==> config.mk <==
export PLATFORM = sky130hd
export DESIGN_NAME = two_bit_handshake_byte_sender
export DESIGN_NICKNAME = d
export VERILOG_FILES = /design/src/rtl/core/tbs_pkg.sv /design/src/rtl/core/tbs_front.sv /design/src/rtl/core/tbs_back.sv /design/src/rtl/core/two_bit_handshake_byte_sender.sv
export SDC_FILE = /design/constraint.sdc
export NUM_CORES = 1
export LEC_CHECK = 0
export ABC_AREA = 1
export BUFFER_PORTS_ARGS = -buffer_cell sky130_fd_sc_hd__buf_2
export CORE_UTILIZATION = 25
export CTS_CLUSTER_DIAMETER = 80
export DETAILED_ROUTE_END_ITERATION = 12
export GPL_ROUTABILITY_DRIVEN = 0
export PLACE_DENSITY_LB_ADDON = 0.05
export RECOVER_POWER = 100
export SLEW_MARGIN = 20
export SYNTH_ARGS = -nofsm -noshare
export SYNTH_HDL_FRONTEND = slang
export SYNTH_SLANG_ARGS = --single-unit
==> constraint.sdc <==
create_clock -name clk -period 3 [get_ports clk]
set_input_delay 0.6 -clock clk [delete_from_list [all_inputs] [get_ports clk]]
set_output_delay 0.6 -clock clk [all_outputs]
set_load 0.01 [all_outputs]
==> src/rtl/core/tbs_pkg.sv <==
// Shared constants, beat types and helpers for the two-bit handshake byte sender.
package tbs_pkg;

    localparam int TIMER_BITS  = 24;
    localparam int BYTE_W      = 8;
    localparam int COUNT_W     = 16;
    localparam int LIMIT_W     = 24;
    localparam int CMP_W       = (TIMER_BITS > LIMIT_W) ? TIMER_BITS : LIMIT_W;
    localparam int CFG_DATA_W  = 24;
    localparam int CFG_INDEX_W = 1;

    localparam int QUEUE_DEPTH = 2;
    localparam int QPTR_W      = (QUEUE_DEPTH > 1) ? $clog2(QUEUE_DEPTH) : 1;
    localparam int QCNT_W      = $clog2(QUEUE_DEPTH + 1);

    localparam logic [CFG_INDEX_W-1:0] CFG_BYTE_COUNT    = 1'd0;
    localparam logic [CFG_INDEX_W-1:0] CFG_TIMEOUT_LIMIT = 1'd1;

    localparam logic [COUNT_W-1:0] BYTE_COUNT_RESET    = 16'd1;
    localparam logic [LIMIT_W-1:0] TIMEOUT_LIMIT_RESET = 24'd500000;

    typedef struct packed {
        logic              start_req;
        logic              partner_level;
        logic              byte_valid;
        logic [BYTE_W-1:0] shift_byte;
    } tbs_item_t;

    // Invert, then rotate left by two so the first pair sits at the top.
    function automatic logic [BYTE_W-1:0] tbs_prepare(input logic [BYTE_W-1:0] raw);
        logic [BYTE_W-1:0] inv;
        inv = ~raw;
        return {inv[BYTE_W-3:0], inv[BYTE_W-1:BYTE_W-2]};
    endfunction

endpackage

==> src/rtl/core/tbs_front.sv <==
// Front end: accepts input beats, prepares the byte and queues them for the back end.
module tbs_front (
    input  logic               clk,
    input  logic               rst_n,
    input  logic               in_valid,
    output logic               in_ready,
    input  logic               start_req,
    input  logic               partner_level,
    input  logic               byte_valid,
    input  logic [7:0]         byte_value,
    output tbs_pkg::tbs_item_t item,
    output logic               item_valid,
    input  logic               item_pop
);
    import tbs_pkg::*;

    tbs_item_t           entries [QUEUE_DEPTH];
    logic [QPTR_W-1:0]   wr_ptr_reg;
    logic [QPTR_W-1:0]   wr_ptr_next;
    logic [QPTR_W-1:0]   rd_ptr_reg;
    logic [QPTR_W-1:0]   rd_ptr_next;
    logic [QCNT_W-1:0]   count_reg;
    logic [QCNT_W-1:0]   count_next;
    logic                push;
    logic                pop;
    tbs_item_t           incoming;

    assign in_ready   = (count_reg != QCNT_W'(QUEUE_DEPTH));
    assign item_valid = (count_reg != '0);
    assign item       = entries[rd_ptr_reg];

    assign push = in_valid && in_ready;
    assign pop  = item_pop && item_valid;

    always_comb
    begin
        incoming.start_req     = start_req;
        incoming.partner_level = partner_level;
        incoming.byte_valid    = byte_valid;
        incoming.shift_byte    = tbs_prepare(byte_value);
    end

    always_comb
    begin
        wr_ptr_next = wr_ptr_reg;
        rd_ptr_next = rd_ptr_reg;
        count_next  = count_reg;
        if (push)
        begin
            wr_ptr_next = (wr_ptr_reg == QPTR_W'(QUEUE_DEPTH - 1)) ? '0 : wr_ptr_reg + 1'b1;
        end
        if (pop)
        begin
            rd_ptr_next = (rd_ptr_reg == QPTR_W'(QUEUE_DEPTH - 1)) ? '0 : rd_ptr_reg + 1'b1;
        end
        if (push && !pop)
        begin
            count_next = count_reg + 1'b1;
        end
        else if (pop && !push)
        begin
            count_next = count_reg - 1'b1;
        end
    end

    always_ff @(posedge clk or negedge rst_n)
    begin
        if (!rst_n)
        begin
            wr_ptr_reg <= '0;
            rd_ptr_reg <= '0;
            count_reg  <= '0;
        end
        else
        begin
            wr_ptr_reg <= wr_ptr_next;
            rd_ptr_reg <= rd_ptr_next;
            count_reg  <= count_next;
        end
    end

    always_ff @(posedge clk)
    begin
        if (push)
        begin
            entries[wr_ptr_reg] <= incoming;
        end
    end

endmodule

==> src/rtl/core/tbs_back.sv <==
// Back end: handshake sequencer, configuration registers and the result register.
module tbs_back (
    input  logic                                 clk,
    input  logic                                 rst_n,
    input  tbs_pkg::tbs_item_t                   item,
    input  logic                                 item_valid,
    output logic                                 item_pop,
    input  logic                                 cfg_we,
    input  logic [tbs_pkg::CFG_INDEX_W-1:0]      cfg_index,
    input  logic [tbs_pkg::CFG_DATA_W-1:0]       cfg_data,
    output logic                                 out_valid,
    input  logic                                 out_ready,
    output logic                                 read_line,
    output logic                                 sense_line,
    output logic                                 byte_taken,
    output logic                                 busy_res,
    output logic                                 finished,
    output logic                                 timeout_error,
    output logic [tbs_pkg::COUNT_W-1:0]          bytes_sent
);
    import tbs_pkg::*;

    localparam logic [2:0] PH_IDLE  = 3'd0;
    localparam logic [2:0] PH_NEED  = 3'd1;
    localparam logic [2:0] PH_LOW   = 3'd2;
    localparam logic [2:0] PH_HIGH  = 3'd3;
    localparam logic [2:0] PH_FINAL = 3'd4;
    localparam logic [2:0] PH_DONE  = 3'd5;
    localparam logic [2:0] PH_ERROR = 3'd6;

    localparam logic [TIMER_BITS-1:0] TIMER_MAX = {TIMER_BITS{1'b1}};

    logic [COUNT_W-1:0]    byte_count_reg;
    logic [LIMIT_W-1:0]    timeout_limit_reg;

    logic [2:0]            phase_reg;
    logic [2:0]            phase_next;
    logic [BYTE_W-1:0]     shift_reg;
    logic [BYTE_W-1:0]     shift_next;
    logic [1:0]            pair_reg;
    logic [1:0]            pair_next;
    logic [TIMER_BITS-1:0] wait_reg;
    logic [TIMER_BITS-1:0] wait_next;
    logic [COUNT_W-1:0]    sent_reg;
    logic [COUNT_W-1:0]    sent_next;
    logic                  read_reg;
    logic                  read_next;
    logic                  sense_reg;
    logic                  sense_next;
    logic                  done_reg;
    logic                  done_next;
    logic                  error_reg;
    logic                  error_next;
    logic                  taken_reg;
    logic                  taken_next;
    logic                  out_valid_reg;
    logic                  take;
    logic                  wait_expired;
    logic [COUNT_W-1:0]    sent_inc;

    // Take a beat whenever the result slot is empty or drains this cycle.
    assign take     = item_valid && (!out_valid_reg || out_ready);
    assign item_pop = take;

    assign wait_expired = (CMP_W'(wait_reg) >= CMP_W'(timeout_limit_reg));
    assign sent_inc     = sent_reg + 1'b1;

    always_comb
    begin
        phase_next = phase_reg;
        shift_next = shift_reg;
        pair_next  = pair_reg;
        wait_next  = wait_reg;
        sent_next  = sent_reg;
        read_next  = read_reg;
        sense_next = sense_reg;
        done_next  = done_reg;
        error_next = error_reg;
        taken_next = 1'b0;

        if (item.start_req)
        begin
            sent_next  = '0;
            pair_next  = '0;
            done_next  = 1'b0;
            error_next = 1'b0;
            wait_next  = '0;
            phase_next = (byte_count_reg == '0) ? PH_FINAL : PH_NEED;
        end
        else
        begin
            case (phase_reg)
                PH_NEED:
                begin
                    if (item.byte_valid)
                    begin
                        shift_next = item.shift_byte;
                        pair_next  = '0;
                        wait_next  = '0;
                        phase_next = PH_LOW;
                        taken_next = 1'b1;
                    end
                end
                PH_LOW, PH_HIGH, PH_FINAL:
                begin
                    if ((phase_reg == PH_HIGH) == item.partner_level)
                    begin
                        // Level met: drive the next bit of the pair, or finish.
                        if (phase_reg == PH_LOW)
                        begin
                            read_next  = shift_reg[BYTE_W-1];
                            sense_next = 1'b0;
                            wait_next  = '0;
                            phase_next = PH_HIGH;
                        end
                        else if (phase_reg == PH_HIGH)
                        begin
                            read_next  = shift_reg[BYTE_W-2];
                            sense_next = 1'b1;
                            shift_next = {shift_reg[BYTE_W-3:0], 2'b00};
                            wait_next  = '0;
                            if (pair_reg == 2'd3)
                            begin
                                pair_next  = '0;
                                sent_next  = sent_inc;
                                phase_next = (sent_inc >= byte_count_reg) ? PH_FINAL : PH_NEED;
                            end
                            else
                            begin
                                pair_next  = pair_reg + 1'b1;
                                phase_next = PH_LOW;
                            end
                        end
                        else
                        begin
                            done_next  = 1'b1;
                            phase_next = PH_DONE;
                        end
                    end
                    else if (wait_expired)
                    begin
                        error_next = 1'b1;
                        phase_next = PH_ERROR;
                    end
                    else if (wait_reg != TIMER_MAX)
                    begin
                        wait_next = wait_reg + 1'b1;
                    end
                end
                default:
                begin
                    // Idle, done or error: hold until the next start.
                end
            endcase
        end
    end

    always_ff @(posedge clk or negedge rst_n)
    begin
        if (!rst_n)
        begin
            byte_count_reg    <= BYTE_COUNT_RESET;
            timeout_limit_reg <= TIMEOUT_LIMIT_RESET;
        end
        else if (cfg_we)
        begin
            case (cfg_index)
                CFG_BYTE_COUNT:    byte_count_reg    <= cfg_data[COUNT_W-1:0];
                CFG_TIMEOUT_LIMIT: timeout_limit_reg <= cfg_data[LIMIT_W-1:0];
                default:
                begin
                end
            endcase
        end
    end

    always_ff @(posedge clk or negedge rst_n)
    begin
        if (!rst_n)
        begin
            phase_reg     <= PH_IDLE;
            shift_reg     <= '0;
            pair_reg      <= '0;
            wait_reg      <= '0;
            sent_reg      <= '0;
            read_reg      <= 1'b0;
            sense_reg     <= 1'b1;
            done_reg      <= 1'b0;
            error_reg     <= 1'b0;
            taken_reg     <= 1'b0;
            out_valid_reg <= 1'b0;
        end
        else
        begin
            if (take)
            begin
                phase_reg <= phase_next;
                shift_reg <= shift_next;
                pair_reg  <= pair_next;
                wait_reg  <= wait_next;
                sent_reg  <= sent_next;
                read_reg  <= read_next;
                sense_reg <= sense_next;
                done_reg  <= done_next;
                error_reg <= error_next;
                taken_reg <= taken_next;
            end
            if (take)
            begin
                out_valid_reg <= 1'b1;
            end
            else if (out_ready)
            begin
                out_valid_reg <= 1'b0;
            end
        end
    end

    assign out_valid     = out_valid_reg;
    assign read_line     = read_reg;
    assign sense_line    = sense_reg;
    assign byte_taken    = taken_reg;
    assign busy_res      = (phase_reg == PH_NEED) || (phase_reg == PH_LOW) ||
                           (phase_reg == PH_HIGH) || (phase_reg == PH_FINAL);
    assign finished      = done_reg;
    assign timeout_error = error_reg;
    assign bytes_sent    = sent_reg;

    a_error_matches_phase: assert property (@(posedge clk) disable iff (!rst_n)
        error_reg == (phase_reg == PH_ERROR))
        else $error("error flag and phase disagree");

    a_done_matches_phase: assert property (@(posedge clk) disable iff (!rst_n)
        done_reg == (phase_reg == PH_DONE))
        else $error("finished flag and phase disagree");

    a_taken_starts_pair: assert property (@(posedge clk) disable iff (!rst_n)
        taken_reg |-> (phase_reg == PH_LOW) && (pair_reg == 2'd0))
        else $error("byte taken without starting the first pair");

    a_pair_only_in_byte: assert property (@(posedge clk) disable iff (!rst_n)
        (pair_reg != 2'd0) |-> (phase_reg == PH_LOW) || (phase_reg == PH_HIGH) ||
                               (phase_reg == PH_ERROR))
        else $error("pair index left non-zero outside a byte");

    a_stalled_result_holds: assert property (@(posedge clk) disable iff (!rst_n)
        out_valid_reg && !out_ready |=> $stable(sent_reg) && $stable(phase_reg) &&
                                        $stable(taken_reg))
        else $error("state advanced while the result beat was stalled");

endmodule

==> src/rtl/core/two_bit_handshake_byte_sender.sv <==
// Top level of the two-bit handshake byte sender: front queue joined to the sequencer.
// A beat goes through a queue entry, then the result register. Throughput: one beat per
// cycle sustained while out_ready holds; the two-entry queue and result register let
// either side stall alone, and the sequencer handles one tick beat per cycle.
// Reset (rst_n, asynchronous, active low) empties the queue, idles the sequencer, drops
// read_line, raises sense_line and loads byte_count 1 and timeout_limit 500000.
module two_bit_handshake_byte_sender (
    input  logic                            clk,
    input  logic                            rst_n,
    input  logic                            in_valid,
    output logic                            in_ready,
    input  logic                            start_req,
    input  logic                            partner_level,
    input  logic                            byte_valid,
    input  logic [7:0]                      byte_value,
    input  logic                            cfg_we,
    input  logic [tbs_pkg::CFG_INDEX_W-1:0] cfg_index,
    input  logic [tbs_pkg::CFG_DATA_W-1:0]  cfg_data,
    output logic                            out_valid,
    input  logic                            out_ready,
    output logic                            read_line,
    output logic                            sense_line,
    output logic                            byte_taken,
    output logic                            busy_res,
    output logic                            finished,
    output logic                            timeout_error,
    output logic [15:0]                     bytes_sent
);
    import tbs_pkg::*;

    tbs_item_t item;
    logic      item_valid;
    logic      item_pop;

    tbs_front u_front (
        .clk           (clk),
        .rst_n         (rst_n),
        .in_valid      (in_valid),
        .in_ready      (in_ready),
        .start_req     (start_req),
        .partner_level (partner_level),
        .byte_valid    (byte_valid),
        .byte_value    (byte_value),
        .item          (item),
        .item_valid    (item_valid),
        .item_pop      (item_pop)
    );

    tbs_back u_back (
        .clk           (clk),
        .rst_n         (rst_n),
        .item          (item),
        .item_valid    (item_valid),
        .item_pop      (item_pop),
        .cfg_we        (cfg_we),
        .cfg_index     (cfg_index),
        .cfg_data      (cfg_data),
        .out_valid     (out_valid),
        .out_ready     (out_ready),
        .read_line     (read_line),
        .sense_line    (sense_line),
        .byte_taken    (byte_taken),
        .busy_res      (busy_res),
        .finished      (finished),
        .timeout_error (timeout_error),
        .bytes_sent    (bytes_sent)
    );

endmodule
# Word-level counts from Yosys, hierarchy flattened
# Memory sizes are Yosys's and may differ from the RTL's.
# Cells that the tools add are included.
# Widths: inputs -> output; s select.
totals:
  ff_bits: 103
  mem_bits_rw: 22
  inputBits: 41
  output_inout_bits: 24
  elab_cells: 147
  memories: 1
memory_table:
  columns: ["memory", "words", "width", "rd", "rd_clocked_by_memory_dff", "wr", "line", "rtl"]
  rows:
  - ["u_front.entries", 2, 11, 1, 0, 1, "tbs_front.sv:17", "tbs_item_t entries [QUEUE_DEPTH];"]
op_classes:
  addsub: 7
  n_lt_le_gt_ge: 2
  n_eq_ne: 23
  muxes: 60
  bitwise_logic: 3
  n_reduce_logical: 35
ops:
  columns: ["operator", "n"]
  rows:
  - ["$mux 24", 7]
  - ["$mux 16", 6]
  - ["$pmux 24 s2", 1]
  - ["$mux 8", 4]
  - ["$mux 3", 9]
  - ["$add 24x1->24 const B", 1]
  - ["$ge 24x24->1", 1]
  - ["$ne 24x24->1 const B", 1]
  - ["$mux 1", 22]
  - ["$reduce_bool 2->1", 10]
  - ["$reduce_and 6->1", 3]
  - ["$add 16x1->16 const B", 1]
  - ["$ge 16x16->1", 1]
  - ["$logic_not 16->1", 1]
  - ["$mux 2", 8]
  - ["$pmux 8 s2", 1]
  - ["$ne 2x2->1 const B", 6]
  - ["$reduce_and 5->1", 2]
  - ["$ne 4x2->1 const B", 2]
  - ["$not 8->8", 1]
  - ["$reduce_and 4->1", 2]
  - ["$reduce_and 7->1", 1]
  - ["$eq 3x2->1 const B", 2]
  - ["$ne 3x2->1 const B", 2]
  - ["other kinds (20)", 35]

# Depth between registers and ports, before layout
# Gate-level depths: netlist (run 1).
logic_depth:
  ltp_word: 9
  mapped_depth: 21
  ltp_nobuf: 21

# Cells and area by module
# Synthesis (run 1) repeated with hierarchy kept, for this count alone.
hier_totals:
  cells_unflattened: 973
  area_unflattened_um2: 7449.6
modules_own_cells:
  columns: ["module", "instances", "cells_each", "area_per_inst_um2", "seq_area_each_um2"]
  rows:
  - ["tbs_back", 1, 879, 6377.4, 2488.6]
  - ["tbs_front", 1, 94, 1072.3, 760.7]

# Worst setup path before layout (run 1)
# Ideal clock, no wire load.
synth_timing:
  path_type: "register to register"
  startpoint: "register u_back.sent_reg[0], in the netlist u_back.bytes_sent[0]"
  endpoint: "register u_back.phase_reg[0]"
  setup_ns: 0.116
  arrival_time_ns: 2.506
  t_required_ns: 2.884
  path_slack_ns: 0.377
  path_stages_with_launch: 21
  n_path_buf: 0
  period_less_slack_ns: 2.623
  cell_sequence: "dfrtp_1 > ha_1 > nand3_1 > nor2_1 > nand3_1 > nor2_1 > nand3_1 > nor2_1 > nand2_1 > nand2_1 > nand2_1 > ha_1 > nand2_1 > nor4_1 > nand2_1 > nand3_1 > nand2_1 > nand2_1 > nand2_1 > nand2_1 > nand2_1"
synth_via:
  elab_chain_cells: 9
synth_lines:
  columns: ["item", "line", "rtl"]
  rows:
  - ["start, declared", "tbs_back.sv:44", "logic [COUNT_W-1:0] sent_reg;"]
  - ["start signal, assigned", "tbs_back.sv:201", "sent_reg <= sent_next;"]
  - ["$add 16x1->16", "tbs_back.sv:66", "assign sent_inc = sent_reg + 1'b1;"]
  - ["$ge 16x16->1", "tbs_back.sv:126", "phase_next = (sent_inc >= byte_count_reg) ? PH_FINAL : PH_NEED;"]
  - ["$mux 3", "tbs_back.sv:126", null]
  - ["$mux 3", "tbs_back.sv:122", "if (pair_reg == 2'd3)"]
  - ["$mux 3", "tbs_back.sv:116", "else if (phase_reg == PH_HIGH)"]
  - ["$mux 3", "tbs_back.sv:109", "if (phase_reg == PH_LOW)"]
  - ["$mux 3", "tbs_back.sv:106", "if ((phase_reg == PH_HIGH) == item.partner_level)"]
  - ["$pmux 3 s2", "tbs_back.sv:92", "case (phase_reg)"]
  - ["$mux 3", "tbs_back.sv:81", "if (item.start_req)"]
  - ["end signal, assigned", "tbs_back.sv:197", "phase_reg <= phase_next;"]
  - ["end, declared", "tbs_back.sv:36", "logic [2:0] phase_reg;"]
# No other way between the ends.
# A chain may end at the register's enable or synchronous reset.

# Final worst setup path (run 1)
layout_timing:
  startpoint: "register u_back.sent_reg[1], in the netlist u_back.bytes_sent[1]"
  endpoint: "register u_back.phase_reg[0]"
# Same word-level chain as after synthesis.

==> results.json, run 1 <==
{
  "outcome": "finished with violations",
  "violations": "capacitance limit, slew limit",
  "required_ns": 3.32,
  "pwr_density_mw_per_mm2": 787.7,
  "syn-instance-count": 892,
  "place_area_mm2": 0.008039,
  "crit_path_max_fanout": 3,
  "timing_worst_slew_pin_value_ns": 1.818,
  "postSynth.asyncResetShare_pct": 82.40,
  "synthesis.nets": 977,
  "die_x_um": 172.2,
  "synth_cell_type_count": 42,
  "drt_drc_violations_left": 0,
  "layout.filler_cells": 3095,
  "grt_overflow": 0,
  "insertion_delay_ns": 0.43,
  "fin_util_pct": 30.51,
  "setup.worst_path.end_class": "flop",
  "fp.dieArea_mm2": 0.02964,
  "clock_tree_from_tritoncts": "built",
  "grt_use_total_pct": 14.04,
  "fmaxAchievable_mhz": 370.9,
  "min_period_ns": 2.696,
  "worst_ep_arrival_time_ns": 3.02,
  "routed-via-count": 5751,
  "detail_route.first_pass.iterations": 4,
  "route.detailed.wl_per_inst_um": 14.19,
  "vias_in_the_first_global_route": 5674,
  "final_hold_viol_count": 0,
  "syn_area_mm2": 0.007238,
  "num_rows": 61,
  "finalNetCount": 1056,
  "port-buffer-count": 64,
  "dr.first_iter.drc_count": 302,
  "initial_utilization_pct": 25.70,
  "io_pins": 65,
  "seq_power_share_pct": 34.5,
  "startpoint_type": "flop",
  "finish.instance_area_mm2": 0.008592,
  "die_height_um": 172.2,
  "ys_dominant_reg_cell": "sky130_fd_sc_hd__dfrtp_1",
  "post_drt_via_cell_ratio": 4.222,
  "antenna-diode-count": 0,
  "synth_area_leaders": "sky130_fd_sc_hd__dfrtp_1, sky130_fd_sc_hd__nand2_1, sky130_fd_sc_hd__edfxtp_1",
  "cts_made_buffers": 17,
  "p_int_mw": 4.138,
  "post_route_cells_drive_above_1_share_pct": 11.79,
  "htreeDepth": 4,
  "share_comb_of_total_power_pct": 33.2,
  "synth_seq_cells": 125,
  "ctsHoldBuffers": 0,
  "holdWs_ns": 0.3588,
  "antenna_left": 0,
  "grt_antenna_before_repair": 0,
  "timing.final.max_slew_violations": 73,
  "synth_enable_flop_cells": 22,
  "dpl.hpwl_um": 14310,
  "layout-area-overhead-vs-synth_pct": 18.70,
  "ys_warn_count": 0,
  "synthMostInstantiatedCell": "sky130_fd_sc_hd__nand2_1",
  "core-area_mm2": 0.02816,
  "irDropWorstVdd_uv": 367.0,
  "clk_pwr_share_pct": 32.3,
  "wl_um": 19330,
  "post_layout_nonfiller_instances": 1362,
  "final.period_utilization_pct": 89.88,
  "top_post_synthesis_cells_by_count": "sky130_fd_sc_hd__nand2_1, sky130_fd_sc_hd__inv_1, sky130_fd_sc_hd__nor2_1",
  "cts_root_buffer": "sky130_fd_sc_hd__clkbuf_16",
  "netSwitchingPower_mw": 2.631,
  "dp.cells": 1327,
  "ctsLongestPathBuffers": 2,
  "synth_seq_area_share_pct": 44.89,
  "post-synth-top-area-fraction_pct": 32.50,
  "maxCapViolCount": 2,
  "maximum_number_of_pins_on_one_net_before_global_route_repair": 81,
  "power_switching_share_pct": 38.87,
  "critPathKind": "reg2reg",
  "synth.avg_cell_area_um2": 8.115,
  "static-leakage-power_nw": 4.051,
  "synth_area_leader_cell": "sky130_fd_sc_hd__dfrtp_1",
  "hold_path.class": "in2reg",
  "relSlewSlack_pct": -21.17,
  "clk_transition_reported_paths_ns": 0.06,
  "finalSetupViolCount": 0,
  "grt_first_pass_wirelength_um": 31460,
  "clock_skew_ns": 0.008591,
  "clock_sink_count": 125
}
critical path, stage by stage, from the launching register on:
cell,delay [ns]
sky130_fd_sc_hd__dfrtp_1,0.38
sky130_fd_sc_hd__ha_2,0.20
sky130_fd_sc_hd__nand3_1,0.12
sky130_fd_sc_hd__nor2_2,0.17
sky130_fd_sc_hd__nand3_2,0.12
sky130_fd_sc_hd__nor2_4,0.12
sky130_fd_sc_hd__nand3_2,0.09
sky130_fd_sc_hd__nor2_2,0.14
sky130_fd_sc_hd__nand2_1,0.06
sky130_fd_sc_hd__nand2_1,0.06
sky130_fd_sc_hd__nand2_1,0.07
sky130_fd_sc_hd__ha_1,0.28
sky130_fd_sc_hd__nand2_1,0.08
sky130_fd_sc_hd__nor4_2,0.26
sky130_fd_sc_hd__nand2_1,0.11
sky130_fd_sc_hd__nand3_1,0.08
sky130_fd_sc_hd__nand2_1,0.05
sky130_fd_sc_hd__nand2_1,0.05
sky130_fd_sc_hd__nand2_1,0.04
sky130_fd_sc_hd__nand2_1,0.05
sky130_fd_sc_hd__nand2_1,0.05
area by class of cell:
type,instances,area (um2),share of cell area (%)
Clock buffer,19,432.9,5.039
Timing Repair Buffer,83,430.4,5.009
Inverter,115,434.2,5.053
Sequential cell,125,3249,37.82
Clock inverter,13,172.7,2.010
Tap cell,378,473.0,5.505
Multi-Input combinational cell,629,3400,39.57
layout by cell type (no fill, tap or decap), types with 3 or more instances in the layout:
cell type                   instances
sky130_fd_sc_hd__inv_1            112
sky130_fd_sc_hd__xor2_1            25
sky130_fd_sc_hd__nand2_1          217
sky130_fd_sc_hd__buf_2             40
sky130_fd_sc_hd__clkbuf_16         17
sky130_fd_sc_hd__mux2i_1            3
sky130_fd_sc_hd__a21oi_1           30
sky130_fd_sc_hd__edfxtp_1          22
sky130_fd_sc_hd__o22ai_1            4
sky130_fd_sc_hd__nor4_1             4
sky130_fd_sc_hd__clkinv_2           5
sky130_fd_sc_hd__nand3_2            3
sky130_fd_sc_hd__ha_1              43
sky130_fd_sc_hd__nor3_1             8
sky130_fd_sc_hd__bufinv_16          4
sky130_fd_sc_hd__nor2_1           100
sky130_fd_sc_hd__a21o_1             5
sky130_fd_sc_hd__dfstp_2            9
sky130_fd_sc_hd__nand3_1           43
sky130_fd_sc_hd__dfrtp_1           94
sky130_fd_sc_hd__nand4_1           12
sky130_fd_sc_hd__nor2_2             5
sky130_fd_sc_hd__o21ai_0           93
sky130_fd_sc_hd__clkbuf_1          30
sky130_fd_sc_hd__xnor2_1            7
sky130_fd_sc_hd__nand2_4            3
sky130_fd_sc_hd__buf_4             13
sky130_fd_sc_hd__a22o_1             4
path summary, 6_finish.rpt:
path                                                 to  slack [ns]                 start  cells past startpoint
max                                 u_back.phase_reg[0]        0.30  u_back.bytes_sent[1]                     20
min                               u_front.entries[1][8]        0.36            byte_valid                      1
max reg2reg                         u_back.phase_reg[0]        0.30  u_back.bytes_sent[1]                     20
min reg2reg                        u_front.count_reg[0]        0.47  u_front.count_reg[0]                      1
max in group asynchronous             u_back.sense_line        1.30                 rst_n                      2
min in group asynchronous  u_back.timeout_limit_reg[21]        0.53                 rst_n                      1
metal layers:
layer	global-route usage, %	vias up	wire (um)
met5	0	-	0
met4	4.271	0	238
met3	3.067	17	617
met2	21.51	80	8550
met1	19.58	2593	9924
li1	-	3061	-
what timing repair did:
| item | in CTS | in global routing |
|---|---|---|
| gates resized for setup | 0 | 15 |
| buffers inserted | 0 | 3 |
| endpoints found under the setup margin | 0 | 2 |
cell families after synthesis:
logic type      count (synthesis)  share of synthesized area, %
buf+inv                       138                         7.761
compound gates                146                         11.84
xor+xnor                       33                         3.993
simple gates                  403                         23.49
fa+ha+maj                      44                         7.606
flops                         125                         44.89
mux                             3                        0.4149
power groups by stage:
| stage | logic, mW | registers [mW] | clock network (mW) |
|---|---|---|---|
| 6_report | 2.25 | 2.34 | 2.18 |
| 5_1_grt | 2.61 | 2.38 | 2.32 |
| 4_1_cts | 2.43 | 2.34 | 2.25 |
| 3_5_place_dp | 2.42 | 2.37 | 0 |
| 3_3_place_gp | 2.45 | 2.37 | 0 |
| 2_1_floorplan | 1.71 | 2.35 | 0 |
metrics by stage:
stage                     setup TNS (ns)  power [mW]  setup WS [ns]
after global placement                 0       4.818         0.2340
final                                  0       6.768         0.3036
after global routing           -0.001210       7.313      -0.001210
after detailed placement               0       4.787         0.1500
after CTS                              0       7.021         0.1708
after floorplan                        0       4.055         0.3774
Note: power is estimated with default switching activity, not from simulation.
==> inputs of run 2 (changes only) <==
--- a/config.mk
+++ b/config.mk
@@ -18,2 +18,3 @@
 export SYNTH_HDL_FRONTEND = slang
+export SYNTH_HIERARCHICAL = 1
 export SYNTH_SLANG_ARGS = --single-unit
--- a/constraint.sdc
+++ b/constraint.sdc
@@ -3,2 +3,2 @@
 set_output_delay 0.6 -clock clk [all_outputs]
-set_load 0.01 [all_outputs]
+set_load 0.1 [all_outputs]
==> results.json, run 2 <==
{
  "outcome": "finished with violations",
  "violations": "capacitance limit, slew limit",
  "share_comb_of_total_power_pct": 46.2,
  "min_period_ns": 2.697,
  "top_post_synthesis_cells_by_count": "sky130_fd_sc_hd__nand2_1, sky130_fd_sc_hd__inv_1, sky130_fd_sc_hd__dfrtp_1",
  "synth_seq_cells": 125,
  "synth_enable_flop_cells": 22,
  "ys_dominant_reg_cell": "sky130_fd_sc_hd__dfrtp_1",
  "post-synth-top-area-fraction_pct": 31.58,
  "crit_path_top_delay_cell": "sky130_fd_sc_hd__dfrtp_1",
  "synth_cell_type_count": 38,
  "clock_tree_from_tritoncts": "built",
  "most-common-layout-cells": "sky130_fd_sc_hd__nand2_1, sky130_fd_sc_hd__inv_1, sky130_fd_sc_hd__dfrtp_1",
  "synth_area_leaders": "sky130_fd_sc_hd__dfrtp_1, sky130_fd_sc_hd__nand2_1, sky130_fd_sc_hd__edfxtp_1",
  "fmaxAchievable_mhz": 370.8,
  "critical_path.cell_chain": "nor3_2, nor2_1, nand2_1, buf_2",
  "crit_path_max_fanout": 9,
  "route.detailed.wl_per_inst_um": 14.38,
  "htreeDepth": 4,
  "synth.avg_cell_area_um2": 7.656,
  "dpl.hpwl_um": 15620,
  "synth_area_leader_cell": "sky130_fd_sc_hd__dfrtp_1",
  "postSynth.asyncResetShare_pct": 82.40,
  "min-delay-start": "cfg_data[18]",
  "ys_warn_count": 6,
  "cts_made_buffers": 17,
  "setup.worst_path.end_class": "output port",
  "vias_in_the_first_global_route": 6222,
  "post_route_cells_drive_above_1_share_pct": 10.46,
  "num_rows": 62,
  "irDropWorstVdd_uv": 625.5,
  "r2r_setup_slack_ns": 0.36,
  "fin_util_pct": 30.21,
  "cts_root_buffer": "sky130_fd_sc_hd__clkbuf_16",
  "critPathKind": "reg2out",
  "timing.reg2reg.worst_path_depth": 20,
  "post_drt_via_cell_ratio": 4.289,
  "finalSetupViolCount": 0,
  "grt_use_total_pct": 14.54,
  "ctsLongestPathBuffers": 2,
  "antenna-diode-count": 0,
  "hold_path.class": "in2reg",
  "grt_overflow": 0,
  "synthesis.nets": 1058,
  "layout-area-overhead-vs-synth_pct": 17.64,
  "final_common_cell": "sky130_fd_sc_hd__nand2_1",
  "required_ns": 2.40,
  "relSlewSlack_pct": -42.72,
  "wl_um": 20790,
  "dr.first_iter.drc_count": 304,
  "grt_antenna_before_repair": 0,
  "startpoint_type": "flop",
  "post_cts_buffers": 0,
  "worstReg2RegStart": "u_back/bytes_sent[0]",
  "cp_capture_point": "busy_res",
  "layout.filler_cells": 3231,
  "netSwitchingPower_mw": 4.247,
  "antenna_left": 0,
  "routed-via-count": 6198,
  "register_area_mm2": 0.003253,
  "clk_transition_reported_paths_ns": 0.07,
  "insertion_delay_ns": 0.42,
  "pwr_density_mw_per_mm2": 959.8,
  "timing_worst_slew_pin_value_ns": 2.141,
  "finalNetCount": 1133,
  "drt_drc_violations_left": 0,
  "p_int_mw": 4.164,
  "multi_input_area_mm2": 0.003430,
  "seq_power_share_pct": 29.4,
  "final.period_utilization_pct": 89.90,
  "die_height_um": 174.6,
  "core-area_mm2": 0.02901,
  "grt_first_pass_wirelength_um": 34510,
  "maximum_number_of_pins_on_one_net_before_global_route_repair": 55,
  "syn_area_mm2": 0.007450,
  "detail_route.first_pass.iterations": 4,
  "critPathMaxStageDelay_ns": 0.54,
  "timing.hold.worst_path_depth": 3,
  "timing.final.max_slew_violations": 84,
  "final_hold_viol_count": 0,
  "io_pins": 65,
  "synth_seq_area_share_pct": 43.62,
  "syn-instance-count": 973,
  "clk_pwr_share_pct": 24.4,
  "unrepaired_setup_endpoints_after_global_routing": "no",
  "regToRegEndpoint": "u_back/phase_reg[2]",
  "worstSetupStartpoint": "u_back/phase_reg[0]",
  "fp.dieArea_mm2": 0.03049,
  "setup_total_negative_slack_ns": 0,
  "worst_ep_arrival_time_ns": 2.10,
  "power_switching_share_pct": 50.49,
  "die_x_um": 174.6,
  "clock_skew_ns": 0.01035,
  "port-buffer-count": 64,
  "synthMostInstantiatedCell": "sky130_fd_sc_hd__nand2_1",
  "maxCapViolCount": 2,
  "initial_utilization_pct": 25.68,
  "static-leakage-power_nw": 4.310,
  "clock_sink_count": 125
}
==> run 2: worst min-delay path by stage <==
stage / end / slack, ns
after global routing: u_back/timeout_limit_reg[18] / 0.39
after detailed placement: u_back/timeout_limit_reg[9] / 0.48
after global placement: u_back/timeout_limit_reg[11] / 0.48
after CTS: u_back/bytes_sent[5] / 0.15
final: u_back/timeout_limit_reg[18] / 0.40
after floorplan: u_back/byte_count_reg[10] / 0.30
==> run 2: cell type report <==
type | instances | share of cell area [%]
clock buffer | 17 | 4.854
clock inverter | 15 | 1.713
inverter | 162 | 6.939
multi-input combinational | 659 | 39.13
sequential | 125 | 37.12
tap | 384 | 5.483
timing repair buffer | 83 | 4.754
==> run 2: routing by layer <==
metal,vias to the layer above,global-route usage (%),wire (um)
met5,-,0,0
met4,0,3.877,219
met3,16,2.437,517
met2,80,22.39,9159
met1,2812,20.93,10890
li1,3290,-,-
==> run 2: per-stage QoR <==
step / setup slack, ns / total power, mW / hold WS, ns / area, um2 / instances
CTS: 0.2524 / 8.708 / 0.1545 / 8847 / 1445
detailed placement: 0.2668 / 6.581 / 0.4787 / 8272 / 1413
floorplan: 0.03402 / 5.573 / 0.3044 / 7453 / 973
global placement: 0.2901 / 6.615 / 0.4792 / 8272 / 1413
global route: 0.0001370 / 9.113 / 0.3943 / 8763 / 1445
finish: 0.3029 / 8.411 / 0.4048 / 8763 / 1445
==> run 2: repair_timing <==
action                     CTS  global route
setup endpoints to repair    0             2
hold buffers                 0             0
resized for setup            0             2
==> run 2: critical path: cells and delay by family, from the launching register on <==
kind,cells,cell delay (ns)
buf+inv,1,0.34
flops,1,0.54
simple gates,3,0.80
==> run 2: cell families after synthesis <==
group                      count (synthesis)  share of synthesized area, %
adders and majority gates                 44                         7.390
AOI/OAI and AO/OA                        105                         7.726
DFF                                      125                         43.62
and+or+nand+nor                          485                         28.18
xor gates and xnor gates                  25                         3.040
buffers and inverters                    189                         10.04
==> run 2: power groups by stage <==
stage | logic [mW] | clock network [mW] | registers [mW]
final | 3.89 | 2.05 | 2.47
after global routing | 4.37 | 2.21 | 2.53
after CTS | 4.09 | 2.14 | 2.48
after detailed placement | 4.07 | 0 | 2.51
after global placement | 4.10 | 0 | 2.51
after floorplan | 2.21 | 0 | 3.36
==> inputs of run 3 (changes only) <==
Settings changed: CORE_MARGIN from default to 2.
==> results.json, run 3 (same netlist as run 2, synthesis figures left out) <==
{
  "dpl.hpwl_um": 15740,
  "critPathKind": "reg2reg",
  "most-common-layout-cells": "sky130_fd_sc_hd__nand2_1, sky130_fd_sc_hd__inv_1, sky130_fd_sc_hd__dfrtp_1",
  "share_comb_of_total_power_pct": 45.0,
  "vias_in_the_first_global_route": 6288,
  "finalSetupViolCount": 0,
  "design_power_total_mw": 8.618,
  "fp.dieArea_mm2": 0.03119,
  "register_area_mm2": 0.003253,
  "dr.first_iter.drc_count": 349,
  "min_period_ns": 2.660,
  "hold_path.class": "in2reg",
  "timing.final.max_slew_violations": 85,
  "clk_transition_reported_paths_ns": 0.06,
  "grt_overflow": 0,
  "ctsLongestPathBuffers": 2,
  "multi_input_area_mm2": 0.003431,
  "final.period_utilization_pct": 88.68,
  "outcome": "finished with violations",
  "netSwitchingPower_mw": 4.280,
  "required_ns": 3.32,
  "route.detailed.wl_per_inst_um": 14.55,
  "cts_root_buffer": "sky130_fd_sc_hd__clkbuf_16",
  "setup.worst_path.end_class": "flop",
  "startpoint_type": "flop",
  "finalNetCount": 1130,
  "seq_power_share_pct": 29.1,
  "post_drt_via_cell_ratio": 4.321,
  "crit_path_max_fanout": 16,
  "p_int_mw": 4.338,
  "port-buffer-count": 64,
  "drt_drc_violations_left": 0,
  "timing_worst_slew_pin_value_ns": 2.228,
  "die_height_um": 176.6,
  "relSlewSlack_pct": -48.52,
  "grt_antenna_before_repair": 0,
  "worst_ep_arrival_time_ns": 2.98,
  "antenna-diode-count": 0,
  "post_route_cells_drive_above_1_share_pct": 10.49,
  "fmaxAchievable_mhz": 375.9,
  "routed-via-count": 6257,
  "io_pins": 65,
  "layout-area-overhead-vs-synth_pct": 18.17,
  "clock_skew_ns": 0.01134,
  "clk_pwr_share_pct": 26.0,
  "setup_total_negative_slack_ns": 0,
  "detail_route.first_pass.iterations": 5,
  "dp.cells": 1416,
  "maxCapViolCount": 2,
  "cts_made_buffers": 17,
  "unrepaired_setup_endpoints_after_global_routing": "no",
  "pwr_density_mw_per_mm2": 978.9,
  "final_common_cell": "sky130_fd_sc_hd__nand2_1",
  "initial_utilization_pct": 25.27,
  "power_switching_share_pct": 49.66,
  "static-leakage-power_nw": 4.319,
  "irDropWorstVdd_uv": 473.0,
  "die_x_um": 176.6,
  "violations": "capacitance limit, slew limit",
  "clock_sink_count": 125,
  "num_rows": 63,
  "grt_use_total_pct": 14.44,
  "maximum_number_of_pins_on_one_net_before_global_route_repair": 49,
  "final_hold_viol_count": 0,
  "clock_tree_from_tritoncts": "built",
  "core-area_mm2": 0.02948,
  "post_layout_nonfiller_instances": 1448,
  "htreeDepth": 4,
  "insertion_delay_ns": 0.43,
  "layout.filler_cells": 3279,
  "grt_first_pass_wirelength_um": 34850,
  "antenna_left": 0,
  "holdWs_ns": 0.3599,
  "wl_um": 21070
}
run 3: changes by cell type in the layout (fill, tap and decap cells not counted), sizes merged:
cell / delta
clkbuf: -2
buf: -1
clkinv: -1
inv: -1
bufinv: +2
run 3: area by class of cell:
cell class / instances / area share [%]
Multi-Input combinational cell: 659 / 38.97
Inverter: 162 / 6.907
Clock buffer: 17 / 4.832
Sequential cell: 125 / 36.95
Clock inverter: 15 / 2.274
Tap cell: 390 / 5.543
Timing Repair Buffer: 80 / 4.520
run 3: routing by layer:
metal / vias to the layer above / track usage, % / wire length (um)
li1: 3277 / - / -
met1: 2873 / 20.18 / 10700
met2: 92 / 22.87 / 9513
met3: 15 / 2.577 / 576
met4: 0 / 4.029 / 281
met5: - / 0 / 0
run 3: per-stage QoR:
| step | utilization (%) | area, um2 | setup slack (ns) |
|---|---|---|---|
| after global placement | 28.01 | 8257 | 0.3441 |
| after global routing | 29.86 | 8803 | 0.01204 |
| final | 29.86 | 8803 | 0.3397 |
| after detailed placement | 28.01 | 8257 | 0.2926 |
| after CTS | 30.13 | 8882 | 0.2435 |
| after floorplan | - | 7453 | 0.03402 |
run 3: critical path, stage by stage (launching register included):
cell and delay [ns]:
sky130_fd_sc_hd__dfrtp_1 0.39, sky130_fd_sc_hd__inv_1 0.08, sky130_fd_sc_hd__nand2_1 0.12, sky130_fd_sc_hd__inv_1 0.06
sky130_fd_sc_hd__a21oi_1 0.54, sky130_fd_sc_hd__o21ai_1 0.30, sky130_fd_sc_hd__nand2_1 0.12, sky130_fd_sc_hd__nand2_1 0.09
sky130_fd_sc_hd__nor2_2 0.16, sky130_fd_sc_hd__nand2_2 0.19, sky130_fd_sc_hd__buf_2 0.30, sky130_fd_sc_hd__nand3_1 0.12
sky130_fd_sc_hd__nand2_1 0.06
run 3: timing repair:
item | 4_1_cts | 5_1_grt
setup buffers | 0 | 0
endpoints found under the setup margin | 0 | 2
hold buffers | 0 | 0
resized for setup | 0 | 3
run 3: worst paths after layout:
check / startpoint / end / slack, ns / cells after the start
min in group asynchronous: rst_n / u_back/bytes_sent[4] / 0.83 / 1
min reg2reg: u_back/timeout_limit_reg[17] / u_back/timeout_limit_reg[17] / 0.49 / 2
min: byte_valid / u_front/entries[1][8] / 0.36 / 1
max in group asynchronous: rst_n / u_back/byte_count_reg[8] / 0.62 / 2
max reg2reg: u_front/count_reg[0] / u_back/wait_reg[8] / 0.34 / 12
max: u_front/count_reg[0] / u_back/wait_reg[8] / 0.34 / 12
run 3: power by group through the flow:
stage	combinational, mW	sequential [mW]	clock [mW]
final	3.88	2.50	2.24
after global routing	4.37	2.57	2.38
after CTS	4.07	2.52	2.31
after detailed placement	4.06	2.54	0
after global placement	4.09	2.55	0
after floorplan	2.21	3.36	0
